### config.mk
export PLATFORM = sky130hd
export DESIGN_NAME = dual_band_power_ratio_detector
export DESIGN_NICKNAME = d
export VERILOG_FILES = /design/src/rtl/dbpr_pkg.sv /design/src/rtl/dual_band_power_ratio_detector.sv /design/src/rtl/dbpr_mac.sv
export SDC_FILE = /design/constraint.sdc
export NUM_CORES = 2
export LEC_CHECK = 0
export BUFFER_PORTS_ARGS = -buffer_cell sky130_fd_sc_hd__buf_2
export CORE_ASPECT_RATIO = 1.25
export CORE_UTILIZATION = 60
export CTS_BUF_LIST = sky130_fd_sc_hd__clkbuf_16
export DETAILED_ROUTE_END_ITERATION = 8
export PLACE_DENSITY = 0.77
export REMOVE_ABC_BUFFERS = 1
export SYNTH_ARGS = -nofsm -noshare
export SYNTH_HDL_FRONTEND = slang
export SYNTH_SLANG_ARGS = --single-unit
### constraint.sdc
create_clock -name i_clk -period 13.3 [get_ports i_clk]
set_input_delay 0 -clock i_clk [delete_from_list [all_inputs] [get_ports i_clk]]
set_output_delay 0 -clock i_clk [all_outputs]
set_load 0.02 [all_outputs]
### src/rtl/dbpr_pkg.sv
// ---------------------------------------------------------------------------
// dbpr_pkg: shared types and constants for the dual band power ratio detector
// Widths of the sample, filter, energy and shared multiplier paths, and the
// register indexes and reset values of the configuration port.
// ---------------------------------------------------------------------------
package dbpr_pkg;

    // field widths
    localparam int SAMPLE_W = 16;
    localparam int COEF_W   = 16;
    localparam int FLEN_W   = 13;
    localparam int THR_W    = 16;
    localparam int FILT_W   = 24;
    localparam int ENERGY_W = 48;
    localparam int CFG_IDX_W = 3;
    localparam int CFG_DAT_W = 16;

    // shared multiplier: signed operands, registered product
    localparam int MUL_W  = 25;
    localparam int PROD_W = 2 * MUL_W;

    // filter sum of products and its rounded, scaled form
    localparam int SUM_W   = 42;
    localparam int SHIFT_W = SUM_W - 14;

    // longest frame
    localparam int MAX_FRAME = 4096;

    typedef logic signed [MUL_W-1:0]  t_mul_op;
    typedef logic signed [PROD_W-1:0] t_prod;

    // configuration register indexes
    typedef enum logic [CFG_IDX_W-1:0] {
        CFG_FRAME_LENGTH    = 3'd0,
        CFG_RATIO_THRESHOLD = 3'd1,
        CFG_BAND_GAIN       = 3'd2,
        CFG_BAND_FB1        = 3'd3,
        CFG_BAND_FB2        = 3'd4,
        CFG_REF_GAIN        = 3'd5,
        CFG_REF_FB1         = 3'd6,
        CFG_REF_FB2         = 3'd7
    } t_cfg_idx;

    // register reset values
    localparam logic [FLEN_W-1:0]        RST_FRAME_LENGTH = 13'd1024;
    localparam logic [THR_W-1:0]         RST_THRESHOLD    = 16'd256;
    localparam logic signed [COEF_W-1:0] RST_BAND_GAIN    = 16'sd5644;
    localparam logic signed [COEF_W-1:0] RST_BAND_FB1     = 16'sd14373;
    localparam logic signed [COEF_W-1:0] RST_BAND_FB2     = 16'sd5096;
    localparam logic signed [COEF_W-1:0] RST_REF_GAIN     = 16'sd3660;
    localparam logic signed [COEF_W-1:0] RST_REF_FB1      = -16'sd23249;
    localparam logic signed [COEF_W-1:0] RST_REF_FB2      = 16'sd9065;

endpackage

### src/rtl/dual_band_power_ratio_detector.sv
// ---------------------------------------------------------------------------
// dual_band_power_ratio_detector: two band-pass biquads with energy ratio test
// Filters each sample through a target and a reference band-pass biquad,
// sums the squared outputs over a frame with saturation and, at frame end,
// emits both energies and a flag set when target*256 >= threshold*reference.
//
//   channel   direction  word contents (lowest bit first)
//   s_axis    in         sample[15:0]
//   m_axis    out        detect[0], band_energy[48:1], ref_energy[96:49], zero pad
//   cfg       in         write enable, 3-bit register index, 16-bit data
//
// A sample passes from the accept state through states that issue the six
// filter products and two squares to the single shared multiplier, and an
// update state that takes the last square and advances the history. A sample
// that ends a frame goes on through states for the two threshold partial
// products and the compare, and waits there while an earlier result is still
// held in the output register.
// Reset is synchronous and active low; it restores the register defaults
// and clears filter history, energies and the sample count.
// ---------------------------------------------------------------------------
module dual_band_power_ratio_detector
    import dbpr_pkg::*;
(
    input  logic                 i_clk,
    input  logic                 i_rst_n,
    // configuration write port
    input  logic                 i_cfg_we,
    input  logic [CFG_IDX_W-1:0] i_cfg_addr,
    input  logic [CFG_DAT_W-1:0] i_cfg_data,
    // input stream
    input  logic                 s_axis_tvalid,
    output logic                 s_axis_tready,
    input  logic [15:0]          s_axis_tdata,   // sample[15:0]
    // result stream
    output logic                 m_axis_tvalid,
    input  logic                 m_axis_tready,
    output logic [103:0]         m_axis_tdata    // detect, band_energy, ref_energy, pad
);

    typedef enum logic [3:0] {
        S_IDLE,
        S_BG,
        S_BF1,
        S_BF2,
        S_RG,
        S_RF1,
        S_RF2,
        S_SQB,
        S_SQR,
        S_UPD,
        S_THL,
        S_THH,
        S_CMP
    } t_state;

    t_state r_state;

    // configuration registers
    logic [FLEN_W-1:0]        r_frame_len;
    logic [THR_W-1:0]         r_thr;
    logic signed [COEF_W-1:0] r_band_gain, r_band_fb1, r_band_fb2;
    logic signed [COEF_W-1:0] r_ref_gain, r_ref_fb1, r_ref_fb2;

    // filter and frame state
    logic signed [SAMPLE_W-1:0] r_hist1, r_hist2, r_x;
    logic signed [SAMPLE_W:0]   r_diff;
    logic signed [FILT_W-1:0]   r_band_y1, r_band_y2, r_ref_y1, r_ref_y2;
    logic signed [FILT_W-1:0]   r_yb, r_yr;
    logic signed [SUM_W-1:0]    r_sum;
    logic [ENERGY_W-1:0]        r_band_acc, r_ref_acc;
    logic [FLEN_W-1:0]          r_count;
    logic [39:0]                r_lo;

    // output register
    logic                r_m_valid;
    logic                r_detect;
    logic [ENERGY_W-1:0] r_out_band, r_out_ref;

    // shared multiplier
    t_mul_op mul_a, mul_b;
    t_prod   prod;

    logic signed [SUM_W-1:0]    prod_sum;
    logic signed [SUM_W-1:0]    fin_sum;
    logic signed [FILT_W-1:0]   y_sat;
    logic [ENERGY_W-1:0]        acc_src;
    logic [ENERGY_W-1:0]        acc_sat;
    logic [ENERGY_W:0]          acc_wide;
    logic [FLEN_W-1:0]          frame_len_eff;
    logic [FLEN_W-1:0]          count_inc;
    logic                       frame_end;
    logic [63:0]                thr_ref;
    logic [63:0]                band_shift;
    logic                       out_free;
    logic signed [SAMPLE_W:0]   x_diff;

    // round by 2^-14 half up and saturate to the filter output range
    function automatic logic signed [FILT_W-1:0] round_sat(logic signed [SUM_W-1:0] s);
        logic signed [SUM_W-1:0]   t;
        logic signed [SHIFT_W-1:0] q;
        t = s + SUM_W'(8192);
        q = t[SUM_W-1:14];
        if (q[SHIFT_W-1] == 1'b0 && q[SHIFT_W-2:FILT_W-1] != '0) begin
            round_sat = {1'b0, {(FILT_W-1){1'b1}}};
        end else if (q[SHIFT_W-1] == 1'b1 && q[SHIFT_W-2:FILT_W-1] != '1) begin
            round_sat = {1'b1, {(FILT_W-1){1'b0}}};
        end else begin
            round_sat = q[FILT_W-1:0];
        end
    endfunction

    dbpr_mac u_mac (
        .i_clk  (i_clk),
        .i_op_a (mul_a),
        .i_op_b (mul_b),
        .o_prod (prod)
    );

    // select multiplier operands for the current step
    always_comb begin
        mul_a = '0;
        mul_b = '0;
        case (r_state)
            S_BG: begin
                mul_a = MUL_W'(r_band_gain);
                mul_b = MUL_W'(r_diff);
            end
            S_BF1: begin
                mul_a = MUL_W'(r_band_fb1);
                mul_b = MUL_W'(r_band_y1);
            end
            S_BF2: begin
                mul_a = MUL_W'(r_band_fb2);
                mul_b = MUL_W'(r_band_y2);
            end
            S_RG: begin
                mul_a = MUL_W'(r_ref_gain);
                mul_b = MUL_W'(r_diff);
            end
            S_RF1: begin
                mul_a = MUL_W'(r_ref_fb1);
                mul_b = MUL_W'(r_ref_y1);
            end
            S_RF2: begin
                mul_a = MUL_W'(r_ref_fb2);
                mul_b = MUL_W'(r_ref_y2);
            end
            S_SQB: begin
                mul_a = MUL_W'(r_yb);
                mul_b = MUL_W'(r_yb);
            end
            S_SQR: begin
                mul_a = MUL_W'(r_yr);
                mul_b = MUL_W'(r_yr);
            end
            S_THL: begin
                mul_a = {{(MUL_W-THR_W){1'b0}}, r_thr};
                mul_b = {1'b0, r_ref_acc[23:0]};
            end
            // hold the high partial product steady while the compare waits
            S_THH, S_CMP: begin
                mul_a = {{(MUL_W-THR_W){1'b0}}, r_thr};
                mul_b = {1'b0, r_ref_acc[47:24]};
            end
            default: begin
                mul_a = '0;
                mul_b = '0;
            end
        endcase
    end

    // filter sum, rounding and energy accumulation
    always_comb begin
        x_diff   = {s_axis_tdata[15], s_axis_tdata} - {r_hist2[SAMPLE_W-1], r_hist2};
        prod_sum = prod[SUM_W-1:0];
        fin_sum  = r_sum - prod_sum;
        y_sat    = round_sat(fin_sum);
        acc_src  = (r_state == S_SQR) ? r_band_acc : r_ref_acc;
        acc_wide = {1'b0, acc_src} + {1'b0, prod[ENERGY_W-1:0]};
        acc_sat  = acc_wide[ENERGY_W] ? {ENERGY_W{1'b1}} : acc_wide[ENERGY_W-1:0];
    end

    // frame length limits and frame end test
    always_comb begin
        if (r_frame_len == '0) begin
            frame_len_eff = FLEN_W'(1);
        end else if (r_frame_len > FLEN_W'(MAX_FRAME)) begin
            frame_len_eff = FLEN_W'(MAX_FRAME);
        end else begin
            frame_len_eff = r_frame_len;
        end
        count_inc = r_count + FLEN_W'(1);
        frame_end = (count_inc >= frame_len_eff);
    end

    // ratio test from the two threshold partial products
    always_comb begin
        thr_ref    = {prod[39:0], 24'd0} + {24'd0, r_lo};
        band_shift = {8'd0, r_band_acc, 8'd0};
        out_free   = !r_m_valid || m_axis_tready;
    end

    // configuration writes
    always_ff @(posedge i_clk) begin
        if (!i_rst_n) begin
            r_frame_len <= RST_FRAME_LENGTH;
            r_thr       <= RST_THRESHOLD;
            r_band_gain <= RST_BAND_GAIN;
            r_band_fb1  <= RST_BAND_FB1;
            r_band_fb2  <= RST_BAND_FB2;
            r_ref_gain  <= RST_REF_GAIN;
            r_ref_fb1   <= RST_REF_FB1;
            r_ref_fb2   <= RST_REF_FB2;
        end else if (i_cfg_we) begin
            case (t_cfg_idx'(i_cfg_addr))
                CFG_FRAME_LENGTH:    r_frame_len <= i_cfg_data[FLEN_W-1:0];
                CFG_RATIO_THRESHOLD: r_thr       <= i_cfg_data;
                CFG_BAND_GAIN:       r_band_gain <= i_cfg_data;
                CFG_BAND_FB1:        r_band_fb1  <= i_cfg_data;
                CFG_BAND_FB2:        r_band_fb2  <= i_cfg_data;
                CFG_REF_GAIN:        r_ref_gain  <= i_cfg_data;
                CFG_REF_FB1:         r_ref_fb1   <= i_cfg_data;
                CFG_REF_FB2:         r_ref_fb2   <= i_cfg_data;
                default: begin
                end
            endcase
        end
    end

    // sequencer, filter state and output register
    always_ff @(posedge i_clk) begin
        if (!i_rst_n) begin
            r_state    <= S_IDLE;
            r_hist1    <= '0;
            r_hist2    <= '0;
            r_band_y1  <= '0;
            r_band_y2  <= '0;
            r_ref_y1   <= '0;
            r_ref_y2   <= '0;
            r_band_acc <= '0;
            r_ref_acc  <= '0;
            r_count    <= '0;
            r_m_valid  <= 1'b0;
        end else begin
            // drop the result once taken; in S_CMP the load below handles it
            if (m_axis_tready && r_state != S_CMP) begin
                r_m_valid <= 1'b0;
            end
            case (r_state)
                S_IDLE: begin
                    if (s_axis_tvalid) begin
                        r_x     <= s_axis_tdata;
                        r_diff  <= x_diff;
                        r_state <= S_BG;
                    end
                end
                S_BG: begin
                    r_state <= S_BF1;
                end
                S_BF1: begin
                    r_sum   <= prod_sum;
                    r_state <= S_BF2;
                end
                S_BF2: begin
                    r_sum   <= fin_sum;
                    r_state <= S_RG;
                end
                S_RG: begin
                    r_yb    <= y_sat;
                    r_state <= S_RF1;
                end
                S_RF1: begin
                    r_sum   <= prod_sum;
                    r_state <= S_RF2;
                end
                S_RF2: begin
                    r_sum   <= fin_sum;
                    r_state <= S_SQB;
                end
                S_SQB: begin
                    r_yr    <= y_sat;
                    r_state <= S_SQR;
                end
                S_SQR: begin
                    r_band_acc <= acc_sat;
                    r_state    <= S_UPD;
                end
                // advance history, add reference energy, check frame end
                S_UPD: begin
                    r_ref_acc <= acc_sat;
                    r_hist2   <= r_hist1;
                    r_hist1   <= r_x;
                    r_band_y2 <= r_band_y1;
                    r_band_y1 <= r_yb;
                    r_ref_y2  <= r_ref_y1;
                    r_ref_y1  <= r_yr;
                    if (frame_end) begin
                        r_count <= '0;
                        r_state <= S_THL;
                    end else begin
                        r_count <= count_inc;
                        r_state <= S_IDLE;
                    end
                end
                S_THL: begin
                    r_state <= S_THH;
                end
                S_THH: begin
                    r_lo    <= prod[39:0];
                    r_state <= S_CMP;
                end
                // load the result when the output register is free
                S_CMP: begin
                    if (out_free) begin
                        r_m_valid  <= 1'b1;
                        r_detect   <= (band_shift >= thr_ref);
                        r_out_band <= r_band_acc;
                        r_out_ref  <= r_ref_acc;
                        r_band_acc <= '0;
                        r_ref_acc  <= '0;
                        r_state    <= S_IDLE;
                    end
                end
                default: begin
                    r_state <= S_IDLE;
                end
            endcase
        end
    end

    assign s_axis_tready = (r_state == S_IDLE);
    assign m_axis_tvalid = r_m_valid;
    assign m_axis_tdata  = {7'd0, r_out_ref, r_out_band, r_detect};

endmodule

### src/rtl/dbpr_mac.sv
// ---------------------------------------------------------------------------
// dbpr_mac: shared signed multiplier
// One 25 x 25 signed multiply per cycle with the product registered.
// ---------------------------------------------------------------------------
module dbpr_mac
    import dbpr_pkg::*;
(
    input  logic    i_clk,
    input  t_mul_op i_op_a,
    input  t_mul_op i_op_b,
    output t_prod   o_prod
);

    t_prod r_prod;

    // register the product
    always_ff @(posedge i_clk) begin
        r_prod <= i_op_a * i_op_b;
    end

    assign o_prod = r_prod;

endmodule

# Word-level counts from Yosys, hierarchy flattened
# Index checks and enable logic that the tools add are counted.
[classes]
reduce_logical = 34
add_sub_neg = 6
eq_ne = 23
magnitude_cmp = 3
mux = 20
div_mod_pow = 0
n_mul = 1
n_shift = 0
bitwise_logic = 1
[op_table]
columns = ["cell", "count"]
rows = [
  ["case mux 25 bit (9 select lines)", 2],
  ["case mux 48 bit (2 select lines)", 2],
  ["2-to-1 mux 48 bit", 3],
  ["case mux 42 bit (2 select lines)", 1],
  ["adder 64 x 40 -> 64 bit", 1],
  [">= comparator 56 x 64 -> 1 bit", 1],
  ["case mux 4 bit (13 select lines)", 1],
  ["adder 48 x 48 -> 49 bit", 1],
  ["multiplier 25 x 25 -> 48 bit", 1],
  ["2-to-1 mux 24 bit", 2],
  ["adder 42 x 15 -> 42 bit (second input constant)", 1],
  ["subtractor 42 bit", 1],
  ["2-to-1 mux 13 bit", 3],
  ["AND reduction 2 bit", 15],
  ["equality test 4 bit (second input constant)", 5],
  ["subtractor 16 x 16 -> 17 bit", 1],
  ["equality test 4 x 3 -> 1 bit (second input constant)", 4],
  ["adder 13 x 1 -> 13 bit (second input constant)", 1],
  [">= comparator 13 bit", 1],
  ["> comparator 13 bit (second input constant)", 1],
  ["zero test 13 bit", 1],
  ["equality test 3 bit (second input constant)", 4],
  ["2-to-1 mux 4 bit", 3],
  ["equality test 4 x 2 -> 1 bit (second input constant)", 2],
  ["17 further kinds", 30],
]
[totals]
word_cells = 117
register_bits = 675
mem_bits_ro = 0
latchBits = 0
n_memories = 0
out_inout_bits = 106
in_bits = 40
ramBits = 0

# Longest topological paths before layout
[logic_depth]
depth_word = 6
ltp_mapped = 38
depth_no_buf = 35

# Cells and area by module
# From an unflattened synthesis, not the netlist that was laid out.
[unflattened]
cells_unflattened = 6323
area_unflattened_um2 = 57277.4
[modules_own_cells]
columns = ["module", "seq_area_each_um2", "cells_each", "instances", "area_each_um2"]
rows = [
  ["dual_band_power_ratio_detector", 15154.5, 3746, 1, 33273.2],
  ["dbpr_mac", 1001.0, 2577, 1, 24004.3],
]

# Least setup slack after synthesis
# No wires, ideal clock.
[synth_timing]
path_type = "flip-flop to flip-flop"
from = "register r_state[1]"
to = "register u_mac.r_prod[46], in the netlist u_mac.o_prod[46]"
path_stages_with_launch = 36
synth_period_minus_slack_ps = 9125
setup_ps = 122
setup_slack_ps = 4175
required_time_ps = 13178
n_path_buf = 5
arrival_ps = 9003
cell_sequence = "dfxtp_1 -> buf_1 -> nand2_1 -> nor3_1 -> clkbuf_1 -> clkbuf_1 -> clkbuf_1 -> a22oi_1 -> nand4_1 -> a21o_1 -> buf_1 -> nand2_1 -> fa_1 -> inv_1 -> fa_1 -> inv_1 -> fa_1 -> inv_1 -> fa_1 -> inv_1 -> fa_1 -> inv_1 -> fa_1 -> inv_1 -> fa_1 -> inv_1 -> ha_1 -> nand2_1 -> o31ai_1 -> o31ai_1 -> o21ai_0 -> a21bo_2 -> a31oi_1 -> a221oi_1 -> nor4_1 -> a311o_1"
[synth_via]
elab_chain_cells = 4
elab_cells_between_ends = 17
classes_between = "1 x mul; 11 x eq/ne; 2 x mux; 3 x reduce/logical"
[synth_lines]
columns = ["element", "line", "text"]
rows = [
  ["start: declaration", "dual_band_power_ratio_detector.sv:56", "t_state r_state;"],
  ["start signal: assignment", "dual_band_power_ratio_detector.sv:233", "r_state <= S_IDLE;"],
  ["start signal: assignment", "dual_band_power_ratio_detector.sv:254", "r_state <= S_BG;"],
  ["start signal: assignment", "dual_band_power_ratio_detector.sv:258", "r_state <= S_BF1;"],
  ["equality test 4 bit, or another cell as far along", "dual_band_power_ratio_detector.sv:123", "case (r_state)"],
  ["OR reduction 3 bit (no source line) / OR reduction 2 bit (equally long branches)", "n/a", ""],
  ["case mux 25 bit (9 select lines)", "dual_band_power_ratio_detector.sv:123", ""],
  ["multiplier 25 x 25 -> 48 bit *", "dbpr_mac.sv:18", "r_prod <= i_op_a * i_op_b;"],
  ["end signal: assignment", "dbpr_mac.sv:18", ""],
  ["end: declaration", "dbpr_mac.sv:14", "t_prod r_prod;"],
]
# Mark *: on every way between the ends. The rest lies on a longest branch, timed or not.
# A chain may end at the register's enable or synchronous reset.

# Final worst setup path
[layout_timing]
from = "register r_state[3]"
to = "register u_mac.r_prod[46], in the netlist u_mac.o_prod[46]"
# Same word-level chain as after synthesis.

==> summary.md <==
| Metric | Value |
|---|---|
| Hold buffers post-CTS | `37` |
| Avg Vias per Cell | `between 6 and 7` |
| Critical Path Max Stage Delay | `approximately 0.86 ns` |
| Die width | `275 um` |
| Max Fanout on Critical Path | `32` |
| Async SR Flop Fraction | `0%` |
| Nets | `roughly 7300` |
| Final Hold Violating Endpoints | `0` |
| Filler instances | `around 7500` |
| Syn-to-layout area delta | `8.38%` |
| Final setup fails | `0` |
| Drt drc | `34` |
| Final Skew | `approximately 0.025 ns` |
| IO Pins | `roughly 150` |
| Startpoint Class | `flip-flop` |
| Placer congestion estimate | `1.03` |
| Sink Count | `between 600 and 700` |
| CTS root buffer | `clkbuf_16` |
| Overall power | `6.49 mW` |
| WHS Path Cells | `5` |
| CTS tree | `built` |
| Reg clk slew, reported paths | `0.06 ns` |
| Maxcap violations | `0` |
| Min Hold Slack | `~0.079 ns` |
| CP required | `approximately 14 ns` |
| Comb pwr share | `between 30% and 40%` |
| Crit path DAT | `~11 ns` |
| Min Tclk post-route | `approximately 11 ns` |
| Slew HR | `between 8 and 9%` |
| Min-delay src | `i_cfg_addr[2]` |
| EDFF count, synth | `260` |
| Status | `finished with violations` |
| Worst path slowest cell | `and2_1` |
| Final slew viol count | `0` |
| Largest net degree at the start of global routing | `~110` |
| Synthesized area | `55700 um2` |
| Most numerous cell in the Yosys netlist | `nand2_1` |
| Post-synth top area share | `22.7%` |
| Placed insts | `between 7000 and 8000` |
| Power share of the sequential group | `roughly 36%` |
| Final core utilization | `around two thirds` |
| Most frequent cells after synthesis | `1233 x nand2_1, 779 x inv_1, 631 x fa_1, 470 x a21oi_1, 415 x dfxtp_1` |
| Die height | `between 300 and 400 um` |
| Clock buffer depth | `3` |
| Reg2Reg Depth | `32` |
| Crit path from | `r_state[3]$_SDFFE_PN0P_` |
| CP most frequent cell | `fa_1` |
| Share of cells above drive strength 1 | `under 10%` |
| Synth area leaders | `fa_1 23%, dfxtp_1 15%, edfxtp_1 14%` |
| Tcrit/Tclk final | `approximately four fifths` |
| P_sw | `approximately 2.4 mW` |
| WL/cell | `24.9 um` |
| Worst setup EP type | `flip-flop` |
| Pwr/cell area | `about 110 nW/um2` |
| Row count | `~120` |
| Post-CTS Setup Bufs | `0` |
| First-pass GRT wire length | `between 200 and 300 mm` |
| Die area | `between 90000 and 100000 um2` |
| H-Tree Depth | `3` |
| Pre-Repair DR Iteration Count | `9` |
| Post-Syn Instances | `about 6300` |
| Int Pwr | `a little over 4 mW` |
| Non-Filler Instances | `7589` |
| Worst-Skew Late Latency | `around 0.64 ns` |
| Violated checks | `design-rule violations` |
| Netlist cell types | `about 110` |
| Setup Crit Path Kind | `reg -> reg` |
| Synth Area per Inst | `a little under 9 um2` |
| Sw frac | `37.0%` |
| Critical register-to-register path startpoint | `r_state[3]$_SDFFE_PN0P_` |
| Primary FF master, synth | `dfxtp_1` |
| Vias | `approximately 47000` |
| Power share of the clock group | `between 30% and 40%` |
| Pin slew with the least headroom to its limit | `between 1 and 1.5 ns` |
| RSZ-0062 raised after global routing | `false` |
| Max IR drop VDD | `just over 0.09 mV` |
| Sequential-to-total area share from yosys stat | `slightly below 30%` |
| Total wire length | `about 190 mm` |
| Starting Density | `roughly 61%` |
| Initial DRC Count | `4647` |
| FMAX | `slightly above 90 MHz` |
| Cts bufs inserted | `71` |
| Detail Placement HPWL | `between 100 and 150 mm` |
| Ys Warns | `0` |
| Dominant cell type by area after synthesis | `fa_1` |
| Reg2Reg Setup Slack | `about 2.6 ns` |
| Setup TNS | `0 ns` |
| Remaining antenna violation count after routing | `0` |
| Grt ovf | `0` |
| Core Area | `~92000 um2` |
| Pleak | `between 20 and 30 nW` |
| Path type of the worst min-delay path | `in -> reg` |
| IO buf count | `138` |
| GRT Util Overall | `roughly two fifths` |
| Yosys reg bits | `between 600 and 700` |
| Vias in the first global route | `about 48000` |
| Initial antenna violation count | `9` |
| Post-CTS sizing | `0` |
layer usage:
| metal | vias to the layer above | track usage, % | wire, um |
|---|---|---|---|
| li1 | 20700 | - | - |
| met1 | 22800 | 46.5 | 63800 |
| met2 | 2778 | 64.9 | 86200 |
| met3 | 847 | 8.31 | 19100 |
| met4 | 8 | 35.5 | 19800 |
| met5 | - | 0 | 57 |
path summary, 6_finish.rpt:
| path | endpoint |
|---|---|
| min | r_band_fb2[0]$_SDFFE_PN0P_ |
| max | u_mac.o_prod[46]$_DFF_P_ |
| max reg2reg | u_mac.o_prod[46]$_DFF_P_ |
| min reg2reg | r_hist2[14]$_SDFFE_PN0P_ |
final cells by class:
class	instances	area (um2)	share of cell area, %
clock buffers	75	1880	3.11
diodes	3	7.51	0.0124
well taps	1197	1500	2.48
inverters	781	2940	4.87
repair buffers	285	1890	3.12
multi-input cells	4517	35600	58.9
flip-flops and latches	675	16100	26.7
clock inverters	56	479	0.794
placed cells by master, fill, tap and decap left out, types with 19 or more instances in the layout:
master,n
clkbuf_16,75
nor2b_1,43
inv_1,791
fa_1,631
nand2_1,1232
o21a_1,40
ha_1,321
a211oi_1,19
xnor2_1,126
nor4_1,19
a21o_1,97
a21oi_1,463
o21ai_0,217
nor2_1,403
and2_1,39
a222oi_1,23
nand4_1,47
nor3_1,51
dfxtp_1,415
edfxtp_1,260
or2_2,20
a22oi_1,95
and3_1,31
buf_4,110
xor2_1,63
nand3_1,147
nand2b_1,50
buf_2,138
dlygate4sd3_1,37
worst max-delay path: cells and delay by family, from the launching register on:
| family | cells | cell delay, ns |
|---|---|---|
| buffers and inverters | 7 | 0.60 |
| adder cells (fa/ha/maj) | 8 | 3.88 |
| AO/OA/AOI/OAI | 10 | 3.33 |
| flip-flops | 1 | 0.78 |
| AND/OR/NAND/NOR | 7 | 1.97 |
state kept, by name, summed over array words and instances, names as in the netlist, 17 cells and up:
| name | count |
|---|---|
| r_band_acc | 48 |
| r_out_band | 48 |
| r_out_ref | 48 |
| r_ref_acc | 48 |
| u_mac.o_prod | 48 |
| r_sum | 42 |
| r_lo | 40 |
| r_band_y1 | 24 |
| r_band_y2 | 24 |
| r_ref_y1 | 24 |
| r_ref_y2 | 24 |
| r_yb | 24 |
| r_yr | 24 |
| r_diff | 17 |
metrics by stage:
stage	cell area (um2)	setup slack (ns)
3_5_place_dp	57700	2.88
2_1_floorplan	54400	-0.322
3_3_place_gp	57700	3.09
6_report	60400	2.56
4_1_cts	60400	2.83
5_1_grt	60400	2.14
cells by family after synthesis:
kind of cell	after synthesis	synth area share [%]
AO/OA/AOI/OAI	1191	13.7
XOR/XNOR	189	2.97
adder cells (fa/ha/maj)	952	29.9
buffers and inverters	1098	7.60
flip-flops	675	28.9
multiplexers	2	0.0359
other	1	0.00673
AND/OR/NAND/NOR	2176	16.9
power by group through the flow:
stage          Clock (mW)  Sequential, mW  Combinational [mW]
6_report             2.03            2.35                2.10
4_1_cts              2.05            2.34                2.04
3_3_place_gp            0            2.39                1.99
5_1_grt              2.12            2.35                2.23
2_1_floorplan           0            2.35                1.31
3_5_place_dp            0            2.39                2.01
No activity file was read; power rests on OpenSTA's default activity.
